### config.mk
export PLATFORM = sky130hd
export DESIGN_NAME = siph_stage
export DESIGN_NICKNAME = d
export VERILOG_FILES = /design/src/hw/rtl/siph_pkg.sv /design/src/hw/rtl/siph_stage.sv
export SDC_FILE = /design/constraint.sdc
export NUM_CORES = 1
export LEC_CHECK = 0
export ABC_AREA = 1
export ABC_CLOCK_PERIOD_IN_PS = 22100
export BUFFER_PORTS_ARGS = -buffer_cell sky130_fd_sc_hd__buf_2
export CORE_AREA = 2 2 250 252
export DETAILED_ROUTE_END_ITERATION = 6
export DIE_AREA = 0 0 252 254
export GPL_ROUTABILITY_DRIVEN = 0
export PLACE_DENSITY_LB_ADDON = 0.05
export REMOVE_ABC_BUFFERS = 1
export SETUP_SLACK_MARGIN = 0.5
export SKIP_LAST_GASP = 1
export SLEW_MARGIN = 20
export SYNTH_ARGS = -nofsm -noshare
export SYNTH_HDL_FRONTEND = slang
export SYNTH_SLANG_ARGS = --single-unit
### constraint.sdc
create_clock -name clock -period 22.1 [get_ports clock]
set_clock_uncertainty 0.05 [all_clocks]
set_input_delay 1.105 -clock clock [delete_from_list [all_inputs] [get_ports clock]]
set_output_delay 1.105 -clock clock [all_outputs]
set_load 0.005 [all_outputs]
### src/hw/rtl/siph_pkg.sv
// Shared types, constants and SipRound helpers for the nonce hash pipeline.
package siph_pkg;

   localparam int COMPRESS_ROUNDS = 2;
   localparam int FINAL_ROUNDS    = 4;
   localparam int WORD_WIDTH      = 64;
   localparam int NONCE_WIDTH     = 64;
   localparam int HASH_WIDTH      = 32;
   localparam int CSR_INDEX_WIDTH = 2;
   localparam int NUM_KEYS        = 4;

   // Constant folded into v2 ahead of the finalization rounds
   localparam logic [WORD_WIDTH-1:0] FINAL_XOR_CONST = 64'h0000_0000_0000_00ff;

   // Register indexes of the configuration port
   typedef enum logic [CSR_INDEX_WIDTH-1:0] {
      CSR_KEY_WORD0 = 2'd0,
      CSR_KEY_WORD1 = 2'd1,
      CSR_KEY_WORD2 = 2'd2,
      CSR_KEY_WORD3 = 2'd3
   } csr_index_type;

   // Hash state plus the nonce, which is needed again before finalization
   typedef struct packed {
      logic [WORD_WIDTH-1:0]  v0;
      logic [WORD_WIDTH-1:0]  v1;
      logic [WORD_WIDTH-1:0]  v2;
      logic [WORD_WIDTH-1:0]  v3;
      logic [NONCE_WIDTH-1:0] nonce;
   } siph_state_type;

   function automatic logic [WORD_WIDTH-1:0] rotl(input logic [WORD_WIDTH-1:0] x,
                                                  input int r);
      return (x << r) | (x >> (WORD_WIDTH - r));
   endfunction

   // First half of a SipRound: the two independent adds
   function automatic siph_state_type half_a(input siph_state_type s);
      siph_state_type        o;
      logic [WORD_WIDTH-1:0] a0;
      logic [WORD_WIDTH-1:0] a2;
      a0      = s.v0 + s.v1;
      a2      = s.v2 + s.v3;
      o.v1    = rotl(s.v1, 13) ^ a0;
      o.v0    = rotl(a0, 32);
      o.v3    = rotl(s.v3, 16) ^ a2;
      o.v2    = a2;
      o.nonce = s.nonce;
      return o;
   endfunction

   // Second half of a SipRound
   function automatic siph_state_type half_b(input siph_state_type s);
      siph_state_type        o;
      logic [WORD_WIDTH-1:0] c0;
      logic [WORD_WIDTH-1:0] c2;
      c0      = s.v0 + s.v3;
      c2      = s.v2 + s.v1;
      o.v0    = c0;
      o.v3    = rotl(s.v3, 21) ^ c0;
      o.v1    = rotl(s.v1, 17) ^ c2;
      o.v2    = rotl(c2, 32);
      o.nonce = s.nonce;
      return o;
   endfunction

endpackage

### src/hw/rtl/siph_stage.sv
// One pipeline stage: half a SipRound with its own valid and stall control.
module siph_stage #(
   parameter bit SECOND_HALF = 1'b0,
   parameter bit INJECT      = 1'b0
) (
   input  logic                     clock,
   input  logic                     reset,
   input  logic                     in_valid,
   output logic                     in_ready,
   input  siph_pkg::siph_state_type in_data,
   output logic                     out_valid,
   input  logic                     out_ready,
   output siph_pkg::siph_state_type out_data
);

   logic                     valid_ff;
   logic                     valid_in;
   siph_pkg::siph_state_type state_ff;
   siph_pkg::siph_state_type state_in;
   siph_pkg::siph_state_type mixed;
   logic                     load;

   // Stage is free when empty or when its content moves on this cycle
   assign in_ready = !valid_ff || out_ready;
   assign load     = in_valid && in_ready;
   assign valid_in = in_ready ? in_valid : valid_ff;

   // Nonce and constant fold at the start of finalization, then the half round
   always_comb begin
      mixed = in_data;
      if (INJECT) begin
         mixed.v0 = in_data.v0 ^ in_data.nonce;
         mixed.v2 = in_data.v2 ^ siph_pkg::FINAL_XOR_CONST;
      end
      state_in = SECOND_HALF ? siph_pkg::half_b(mixed) : siph_pkg::half_a(mixed);
   end

   always_ff @(posedge clock) begin
      if (reset) begin
         valid_ff <= 1'b0;
      end else begin
         valid_ff <= valid_in;
      end
   end

   always_ff @(posedge clock) begin
      if (load) begin
         state_ff <= state_in;
      end
   end

   assign out_valid = valid_ff;
   assign out_data  = state_ff;

endmodule

# == Yosys cells after proc, flatten, opt, wreduce, memory -nomap -nowiden ==
# Index checks and enable logic that the tools add are counted.
# W data, S select, Z words.
# classes
addsub,2
bitwise,5
reduce_logical,3
# ops
operator,count
$add A64 B64 Y64,2
$xor A64 B64 Y64,2
$or A64 B13 Y64,1
$or A64 B16 Y64,1
$or A64 B32 Y64,1
$logic_and A1 B1 Y1,1
$logic_not A1 Y1,1
$logic_or A1 B1 Y1,1
# word_totals
regBits,321
inputBits,324
output_inout_bits,322

# == Depth between registers and ports, before layout ==
# Gate-level depths: netlist (run 1).
# depth
word_depth,3
mapped_depth,17
ltp_nobuf,17

# == Worst setup path before layout (run 1) ==
# Ideal clock, no wire load.
# synth_timing
path_type,input to register
startpoint,in in_valid
endpoint,"reg state_ff (netlist bit out_data[0]), enable pin"
setup_time_ns,1.107
t_arrival_ns,16.479
required_ns,20.943
path_slack_ns,4.464
stages,2
path_cell_list,inv_1 a21oi_1
# synth_between
elab_chain_len,1
# synth_lines
item,line,text
from (decl),siph_stage.sv:8,"input logic in_valid,"
$logic_and A1 B1 Y1,siph_stage.sv:25,assign load = in_valid && in_ready;
named net load,siph_stage.sv:21,logic load;
to (signal assigned),siph_stage.sv:48,state_ff <= state_in;
to (decl),siph_stage.sv:18,siph_pkg::siph_state_type state_ff;
# The timed path passes the listed nets, and every way through them passes these cells.
# A chain may end at the register's enable or synchronous reset.

# == Worst setup path in the final report (run 1) ==
# layout_timing
startpoint,in in_valid
endpoint,"reg state_ff (netlist bit out_data[269]), enable pin"
# Same word-level chain as after synthesis.

==> results of run 1 <==
[tightest hold or removal path, stage by stage (launching register included)]
cell	delay [ps]
dfxtp_1	350
nand2_1	170
a21oi_1	80
[where the power goes]
group          internal (mW)  switching [mW]
clock network          0.388           0.274
logic                  0.207           0.398
registers              0.774          0.0250
[final cells by class]
type                       instances  share of cell area [%]
multi-input combinational       2269                   39.14
sequential                       321                   32.60
timing repair buffer             648                   11.05
inverter                         750                   9.531
clock buffer                      44                   3.440
tap                              790                   3.346
clock inverter                    23                  0.8599
antenna                            4                 0.03389
[cell usage after synthesis, drive strengths merged]
| cell | instances | area, sq um |
|---|---|---|
| o21ai | 4 | 20.02 |
| nand3b | 22 | 165.2 |
| a21oi | 78 | 390.4 |
| and2 | 2 | 12.51 |
| clkbuf | 2 | 7.510 |
| clkinv | 5 | 18.77 |
| nor2 | 214 | 848.3 |
| inv | 745 | 2796 |
| xor3 | 14 | 332.8 |
| edfxtp | 320 | 9609 |
| xor2 | 116 | 1181 |
| dfxtp | 1 | 20.02 |
| nand2 | 1423 | 5426 |
| fa | 2 | 40.04 |
| or2 | 4 | 25.02 |
| ha | 126 | 1577 |
| xnor2 | 14 | 122.6 |
| o21bai | 4 | 30.03 |
| nor3 | 30 | 205.2 |
| nor4 | 4 | 43.80 |
| nand3 | 208 | 1106 |
| nand4 | 4 | 25.02 |
[through the flow]
step	instance area, sq um	power (mW)	std cells
after global placement	28260	1.408	4778
after detailed placement	28260	1.407	4778
after floorplan	24000	1.162	3340
after global routing	29530	2.167	4847
final	29540	2.066	4849
after CTS	29530	2.076	4845
[final timing paths]
| check | to | depth (start not counted) | start |
|---|---|---|---|
| setup / recovery | out_data[269]$_DFFE_PP_ | 5 | in_valid |
| hold / removal | out_valid$_SDFFE_PP0N_ | 2 | out_valid$_SDFFE_PP0N_ |
| hold reg to reg | out_valid$_SDFFE_PP0N_ | 2 | out_valid$_SDFFE_PP0N_ |
| setup reg to reg | out_data[269]$_DFFE_PP_ | 3 | out_valid$_SDFFE_PP0N_ |
[cells by family (layout without fill, tap and decap cells)]
family | Yosys count | after routing
buffers and inverters | 752 | 1465
adder cells (fa/ha/maj) | 128 | 128
XOR/XNOR | 144 | 144
AO/OA/AOI/OAI | 86 | 86
other | 0 | 4
AND/OR/NAND/NOR | 1911 | 1911
flip-flops | 321 | 321
[metal layers]
layer	wire [microns]	vias to the layer above	global-route usage [%]
li1	-	11580	-
met1	45030	10460	42.82
met2	41800	918	45.41
met3	8417	119	5.511
met4	2823	6	8.842
met5	39	-	0
[flip-flops by register name (all words and copies together) (netlist names)]
register,flops
out_valid,1
out_data,320
==> flow_summary.json, run 1 <==
{
  "outcome": "complete, no violations",
  "rows": 91,
  "nNetsFinal": 4482,
  "multi_input_area_sq_mm": 0.01156,
  "cts_setup_buffers": 0,
  "drt_iter0_drc": 2142,
  "clkLatencyLatePin_ps": 570,
  "synth.area.mux_share_pct": 0,
  "tns_ps": 0,
  "crit_path_max_incr_delay_ps": 780,
  "final_cell_mix": "1389 x nand2_1, 737 x inv_1, 645 x buf_2, 320 x edfxtp_1, 196 x nor2_1",
  "start_util_pct": 39.18,
  "worst_setup_path_start_kind": "input port",
  "numCtsBuffers": 40,
  "whs_ps": 591.0,
  "arrival_ps": 3700,
  "drive_gt1_share_pct": 20.07,
  "holdBufCountCts": 0,
  "clock_path_buffers": 3,
  "drc": 0,
  "synthAdderAreaFrac_pct": 6.735,
  "antenna_found_initial": 8,
  "utilization_pct": 48.22,
  "worst_pin_slew_ps": 960.9,
  "syn_area_sq_mm": 0.02400,
  "min_path_type": "flop to flop",
  "drt_first_pass_iters": 5,
  "register_area_sq_mm": 0.009629,
  "yosys_warnings": 0,
  "maxCapViolations": 0,
  "die_area_sq_mm": 0.06401,
  "grt_overflow": 0,
  "leakagePower_nw": 16.60,
  "io_pins": 646,
  "max_freq_mhz": 280.1,
  "cts_tree": "yes",
  "vias": 23090,
  "cp-end-kind": "flop",
  "p_per_area_mw_per_mm2": 69.94,
  "die_w_microns": 252,
  "ys_seq_elements": 321,
  "grt_pass1_vias": 21040,
  "core_region_area_sq_mm": 0.06126,
  "ir_drop_uv": 44.96,
  "grt_util_all_layers_pct": 29.77,
  "cts_root_buf": "clkbuf_16",
  "grt_setup_unrepaired": "no",
  "synth-compound-area-share_pct": 1.835,
  "yosys.area_share.simple_pct": 32.74,
  "slowest_stage": "buf_4",
  "cts-htree-levels": 2,
  "drt-vias-per-instance": 4.761,
  "synth.distinct_cells": 29,
  "worstPathRequired_ps": 22230,
  "clkTransAtPathRegs_ps": 60,
  "finalMaxSlewViolations": 0,
  "synthToLayoutAreaGrowth_pct": 23.06,
  "worst_slack_ps": 18530,
  "postRouteAntennaNets": 0,
  "final_common_cell": "nand2_1",
  "fin_crit_ps": 3570,
  "grt_pass1_wl_microns": 137300,
  "crit_chain": "buf_2, inv_1, a21oi_4, buf_4, buf_12",
  "routedWlPerCell_microns": 20.23,
  "reg2reg_slack_ps": 18890,
  "setup_viol": 0,
  "critPathKind": "input port to flop",
  "grt_start_max_net_pins": 166,
  "die_h_microns": 254,
  "cts.sinks": 321,
  "crit_buf_inv": 4,
  "place_ws_ps": 18020,
  "worstPathMaxFanout": 165,
  "synth_cells": 3342,
  "wirelength_microns": 98110,
  "synth_top_family_by_area": "simple AND/OR/NAND/NOR gates",
  "dpl.hpwl_microns": 84190,
  "max_slew_margin_pct": 35.94,
  "critPathTopFamily": "buffers and inverters",
  "hold_viol": 0,
  "io_buffers": 645,
  "fin_crit_sh_pct": 16.15,
  "syn_area_per_cell_sq_um": 7.182,
  "synthXorXnorAreaFrac_pct": 6.818,
  "cts_resized": 0,
  "synth.yosys.seq_area_share_pct": 40.12,
  "fillers": 6413
}
No activity file was read; power rests on OpenSTA's default activity.
==> run 2, diff against run 1 <==
--- a/config.mk
+++ b/config.mk
@@ -6,7 +6,7 @@
 export NUM_CORES = 1
 export LEC_CHECK = 0
 export ABC_AREA = 1
-export ABC_CLOCK_PERIOD_IN_PS = 22100
+export ABC_CLOCK_PERIOD_IN_PS = 3600
 export BUFFER_PORTS_ARGS = -buffer_cell sky130_fd_sc_hd__buf_2
 export CORE_AREA = 2 2 250 252
 export DETAILED_ROUTE_END_ITERATION = 6
==> constraint.sdc (replaced) <==
create_clock -name clock -period 3.6 [get_ports clock]
set_clock_uncertainty 0.05 [all_clocks]
set_input_delay 0.18 -clock clock [delete_from_list [all_inputs] [get_ports clock]]
set_output_delay 0.18 -clock clock [all_outputs]
set_load 0.005 [all_outputs]
==> run 2 against run 1 <==
  * Core utilization up 3.1 points
  * Sequential share of layout area down 2.0 points
  * Total power rose to 6.2 times the previous value
  * Critical path depth up 11
  * Global-route usage up 0.77 points
  * Die area unchanged
  * Clock power rose to 6.1 times the previous value
  * Combinational power rose to 6.5 times the previous value
  * Sequential power rose to 6.1 times the previous value
  * Hold slack worse by 550 ps
  * First-iteration DRC count down 5.9%
  * Critical endpoint is now out_data[92]$_DFFE_PP_
  * Largest cell class unchanged
==> flow_summary.json, run 2 (synthesis results as in run 1) <==
{
  "cts_resized": 0,
  "worst_setup_path_start_kind": "input port",
  "whs_ps": 36.58,
  "fin_crit_sh_pct": 78.20,
  "die_area_sq_mm": 0.06401,
  "clkLatencyLatePin_ps": 560,
  "vias": 23970,
  "final_cell_mix": "1389 x nand2_1, 737 x inv_1, 645 x buf_2, 320 x edfxtp_1, 196 x nor2_1",
  "min_path_type": "input port to flop",
  "drt-vias-per-instance": 4.758,
  "drc": 0,
  "grt_start_max_net_pins": 104,
  "finalMaxSlewViolations": 0,
  "drive_gt1_share_pct": 19.42,
  "cts_tree": "yes",
  "ir_drop_uv": 266.1,
  "wirelength_microns": 101000,
  "outcome": "complete, no violations",
  "dpl.hpwl_microns": 85920,
  "drt_first_pass_iters": 7,
  "start_util_pct": 39.18,
  "grt_overflow": 0,
  "drt_iter0_drc": 2015,
  "stdcell_count": 5039,
  "worstPathMaxFanout": 4,
  "die_h_microns": 254,
  "cts_root_buf": "clkbuf_16",
  "setup_viol": 0,
  "slowest_stage": "dlygate4sd3_1",
  "cts_setup_buffers": 0,
  "hold_viol": 0,
  "rows": 91,
  "cts.sinks": 321,
  "grt_pass1_vias": 22090,
  "critPathKind": "input port to flop",
  "clock_path_buffers": 3,
  "core_region_area_sq_mm": 0.06126,
  "crit_path_max_incr_delay_ps": 520,
  "io_buffers": 645,
  "synthToLayoutAreaGrowth_pct": 30.91,
  "grt_util_all_layers_pct": 30.53,
  "max_freq_mhz": 355.2,
  "final_common_cell": "nand2_1",
  "numCtsBuffers": 39,
  "maxCapViolations": 0,
  "crit_chain": "dlygate4sd3_1, buf_2, ha_1, inv_1, fa_1, inv_1, nand3_1, nand2_2, nand3_1, nand3b_1, nand2_1, nand2_1, xnor2_1, inv_1, nand2_1, nand2_1",
  "worst_pin_slew_ps": 784.0,
  "die_w_microns": 252,
  "postRouteAntennaNets": 0,
  "placedCellCount": 4782,
  "fillers": 6271,
  "fin_crit_ps": 2815,
  "largest_reg_flops": 320,
  "arrival_ps": 3090,
  "antenna_found_initial": 12,
  "leakagePower_nw": 17.40,
  "worstPathRequired_ps": 3880,
  "max_slew_margin_pct": 47.36,
  "critical_path.most_common_cell": "nand2_1",
  "grt_setup_unrepaired": "no",
  "io_pins": 646,
  "cts-htree-levels": 2,
  "holdBufCountCts": 179,
  "p_per_area_mw_per_mm2": 409.8,
  "grt_pass1_wl_microns": 142300,
  "routedWlPerCell_microns": 20.05,
  "nNetsFinal": 4664,
  "clkTransAtPathRegs_ps": 60,
  "cp-end-kind": "flop"
}
==> run 2: worst paths after layout <==
check,start,endpoint,slack (ps),depth (start not counted)
min reg2reg,out_valid$_SDFFE_PP0N_,out_data[138]$_DFFE_PP_,700,1
max,in_data[64],out_data[92]$_DFFE_PP_,780,16
min,in_data[244],out_data[193]$_DFFE_PP_,40,2
max reg2reg,out_valid$_SDFFE_PP0N_,out_data[272]$_DFFE_PP_,1750,3
==> run 2: power by group <==
part / total (mW) / switching (mW) / internal (mW)
logic: 3.94 / 2.53 / 1.42
registers: 4.89 / 0.145 / 4.75
clock network: 4.04 / 1.71 / 2.33
total: 12.9 / 4.38 / 8.49
==> run 2: layer usage <==
metal | wire length [microns] | track usage (%)
met4 | 3193 | 9.197
met5 | 58 | 0
met3 | 8081 | 5.562
met2 | 43080 | 46.41
met1 | 46630 | 44.05
==> run 2: final cells by class <==
type | count | area, sq um | area share (%)
multi-input cells | 2269 | 11560 | 36.80
flip-flops and latches | 321 | 9629 | 30.65
repair buffers | 831 | 5135 | 16.34
inverters | 750 | 2815 | 8.959
clock buffers | 44 | 1016 | 3.233
well taps | 790 | 988.4 | 3.146
clock inverters | 27 | 257.7 | 0.8203
diodes | 7 | 17.52 | 0.05575
==> run 2: stage by stage <==
stage / util, % / worst slack, ps / total power [mW] / setup TNS, ps / area [sq um]
6_report: 51.30 / 784.7 / 12.88 / 0 / 31420
5_1_grt: 51.29 / 662.4 / 13.49 / 0 / 31420
4_1_cts: 51.27 / 858.4 / 12.92 / 0 / 31400
3_5_place_dp: 46.26 / 805.7 / 8.681 / 0 / 28340
3_3_place_gp: 46.26 / 820.2 / 8.691 / 0 / 28340
2_1_floorplan: - / -13240 / 7.133 / -4238000 / 24000
==> run 2: critical path: cells and delay by family <==
kind / cells / cell delay (ps)
xor gates and xnor gates: 1 / 250
buffers and inverters: 5 / 950
and+or+nand+nor: 8 / 1070
adders and majority gates: 2 / 640
==> run 3, diff against run 2 <==
--- a/config.mk
+++ b/config.mk
@@ -5,12 +5,12 @@
 export SDC_FILE = /design/constraint.sdc
 export NUM_CORES = 1
 export LEC_CHECK = 0
-export ABC_AREA = 1
-export ABC_CLOCK_PERIOD_IN_PS = 3600
+export ABC_AREA = 0
+export ABC_CLOCK_PERIOD_IN_PS = 2900
 export BUFFER_PORTS_ARGS = -buffer_cell sky130_fd_sc_hd__buf_2
-export CORE_AREA = 2 2 250 252
+export CORE_AREA = 2 2 248 250
 export DETAILED_ROUTE_END_ITERATION = 6
-export DIE_AREA = 0 0 252 254
+export DIE_AREA = 0 0 250 252
 export GPL_ROUTABILITY_DRIVEN = 0
 export PLACE_DENSITY_LB_ADDON = 0.05
 export REMOVE_ABC_BUFFERS = 1
==> constraint.sdc (replaced) <==
create_clock -name clock -period 2.9 [get_ports clock]
set_clock_uncertainty 0.05 [all_clocks]
set_input_delay 0.145 -clock clock [delete_from_list [all_inputs] [get_ports clock]]
set_output_delay 0.145 -clock clock [all_outputs]
set_load 0.005 [all_outputs]
==> run 3 against run 2 <==
  * Critical path depth unchanged
  * Cell area increased by 0.19%
  * Synthesized cell count decreased by 52%
  * Non-clock buffer count increased by 540
  * Cell count decreased by 25%
  * Core utilization increased by 1.1 points
  * Critical path type unchanged
  * Sequential power increased by 26%
  * Sequential cell count unchanged
  * First-iteration DRC count decreased by 51%
  * Die area decreased by 1.6%
  * Setup slack got worse by 490 ps
  * Register-to-register slack got worse by 590 ps
==> flow_summary.json, run 3 <==
{
  "min_path_type": "input port to flop",
  "finalMaxSlewViolations": 0,
  "reg2reg_slack_ps": 1160,
  "maxCapViolations": 0,
  "ys_seq_elements": 321,
  "max_freq_mhz": 383.4,
  "syn_area_per_cell_sq_um": 11.70,
  "die_w_microns": 250,
  "vias": 18360,
  "placed_cell_area_sq_mm": 0.02631,
  "synth.yosys.seq_area_share_pct": 51.58,
  "drt-vias-per-instance": 4.876,
  "placedCellCount": 3445,
  "grt_start_max_net_pins": 91,
  "cts_root_buf": "clkbuf_16",
  "antenna_found_initial": 15,
  "drt_first_pass_iters": 5,
  "yosys-top-cells-count": "320 x edfxtp_1, 160 x xor2_1, 156 x a21oi_1",
  "nNetsFinal": 3402,
  "r2r_start": "out_valid$_SDFFE_PP0N_",
  "io_buffers": 645,
  "worst_pin_slew_ps": 657.9,
  "hold_viol": 0,
  "drt_iter0_drc": 978,
  "fin_crit_ps": 2608,
  "cts_tree": "yes",
  "crit_chain": "buf_8, ha_4, inv_2, fa_2, and2b_2, o2111ai_4, a2111oi_4, buf_4, o211ai_1, nand2_1, buf_6, a21oi_4, nor2_4, a211oi_2, xnor2_1, xor2_1",
  "grt_pass1_wl_microns": 117900,
  "routedWlPerCell_microns": 21.98,
  "synth-main-ff-cell": "edfxtp_1",
  "die_h_microns": 252,
  "holdCritStartpoint": "in_data[191]",
  "largest_reg_flops": 320,
  "max_slew_margin_pct": 55.58,
  "worstPathRequired_ps": 3140,
  "syn_area_sq_mm": 0.01867,
  "clkLatencyLatePin_ps": 550,
  "grt_setup_unrepaired": "yes",
  "grt_overflow": 0,
  "ir_drop_uv": 431.1,
  "arrival_ps": 2850,
  "start_util_pct": 31.05,
  "slowest_stage": "o211ai_1",
  "hold_path_depth": 3,
  "stdcell_count": 3766,
  "synth_cells": 1595,
  "min_to": "out_data[191]$_DFFE_PP_",
  "setup_viol": 0,
  "async_flop_share_pct": 0,
  "synth_top_area_share_pct": 51.47,
  "crit_path_max_incr_delay_ps": 290,
  "cp-end-kind": "flop",
  "critPathTopFamily": "compound AO/OA/AOI/OAI gates",
  "reg2reg_depth": 4,
  "leakagePower_nw": 14.16,
  "clkTransAtPathRegs_ps": 60,
  "io_pins": 646,
  "postRouteAntennaNets": 0,
  "cts.sinks": 321,
  "drive_gt1_share_pct": 47.93,
  "critPathKind": "input port to flop",
  "numCtsBuffers": 38,
  "rows": 90,
  "r2r_end": "out_data[42]$_DFFE_PP_",
  "crit_buf_inv": 4,
  "synth_area_leader_cell": "edfxtp_1",
  "die_area_sq_mm": 0.06300,
  "p_per_area_mw_per_mm2": 536.7,
  "synthMostInstantiatedCell": "edfxtp_1",
  "clock_path_buffers": 3,
  "synth_edf_count": 320,
  "final_cell_mix": "636 x buf_2, 502 x buf_4, 320 x edfxtp_1, 189 x dlygate4sd3_1, 151 x xor2_1",
  "dpl.hpwl_microns": 67350,
  "cts-htree-levels": 2,
  "wirelength_microns": 82760,
  "synth.distinct_cells": 86,
  "final_common_cell": "buf_2",
  "outcome": "complete, no violations",
  "core_region_area_sq_mm": 0.06013,
  "yosys_warnings": 0,
  "synthToLayoutAreaGrowth_pct": 68.62,
  "grt_util_all_layers_pct": 25.08,
  "drc": 0,
  "worst_setup_path_start_kind": "input port",
  "fin_area_sq_mm": 0.03148,
  "synth_area_leaders": "edfxtp_1 51%, ha_1 8.4%, xor2_1 7.5%",
  "fin_crit_sh_pct": 89.93,
  "grt_pass1_vias": 18460,
  "worstPathMaxFanout": 3
}
## run 3: changes by cell type after synthesis, moves of 51 or more
cell      before  now
nor2_1       196   78
xnor2_1       14   78
nand2_1     1389  105
xor2_1        94  160
a21oi_1       78  156
a21o_1         0   79
inv_1        737   32
clkbuf_1       2   53
nand3_1      195   23
## run 3: layout make-up
class	instances	area [sq um]
diodes	7	17.52
clock buffers	42	965.9
clock inverters	25	306.5
fillers	5614	28650
inverters	32	120.1
multi-input cells	1186	10060
flip-flops and latches	321	9629
well taps	782	978.4
repair buffers	1371	9405
## run 3: kinds of logic after synthesis
group / count (synthesis) / share of synthesized area [%]
buffers and inverters: 88 / 1.789
AO/OA/AOI/OAI: 458 / 16.26
flip-flops: 321 / 51.58
XOR/XNOR: 251 / 12.58
AND/OR/NAND/NOR: 349 / 9.135
adder cells (fa/ha/maj): 128 / 8.659
## run 3: what timing repair did
item | CTS | global route
pin swaps | 76 | 99
setup buffers | 28 | 30
endpoints found under the hold margin | 186 | 2
setup endpoints to repair | 125 | 122
hold buffers | 187 | 2
gates resized for setup | 129 | 136
## run 3: worst max-delay path by stage
stage | from | cells after the start | end | slack (ps)
2_1_floorplan | out_valid$_SDFFE_PP0N_ | 2 | out_data[0]$_DFFE_PP_ | -5580
4_1_cts | in_data[256] | 16 | out_data[224]$_DFFE_PP_ | 290
3_5_place_dp | in_data[256] | 15 | out_data[252]$_DFFE_PP_ | -660
6_report | in_data[256] | 16 | out_data[240]$_DFFE_PP_ | 290
3_3_place_gp | in_data[256] | 15 | out_data[252]$_DFFE_PP_ | -610
5_1_grt | in_data[108] | 13 | out_data[127]$_DFFE_PP_ | 210
## run 3: metal layers
layer	GRT usage, %	part of all wire, %
met1	33.26	44
met2	41.55	47
met3	5.189	6.3
met4	6.912	2.6
met5	0	0.093
## run 3: report_power, final
part,internal [mW],leakage (nW),switching (mW)
Clock,2.95,0.613,2.05
Sequential,5.98,3.10,0.185
Combinational,2.84,10.4,2.88
Total,11.8,14.2,5.12
## run 3: tightest hold or removal path, stage by stage
cell and delay, ps:
buf_2 80, xor2_1 120, xnor2_2 170
## run 3: stage by stage
step / setup TNS (ps) / total power, mW / utilization, % / setup slack (ps) / hold WS, ps
final: 0 / 16.90 / 52.35 / 292.0 / 26.05
after global routing: 0 / 17.65 / 52.33 / 209.8 / 11.61
after CTS: 0 / 16.70 / 50.54 / 288.3 / -118.5
after detailed placement: -38020 / 11.15 / 43.75 / -664.8 / 255.1
after global placement: -33620 / 11.13 / 43.75 / -609.2 / 249.6
after floorplan: -1785460 / 8.366 / - / -5579 / 164.1
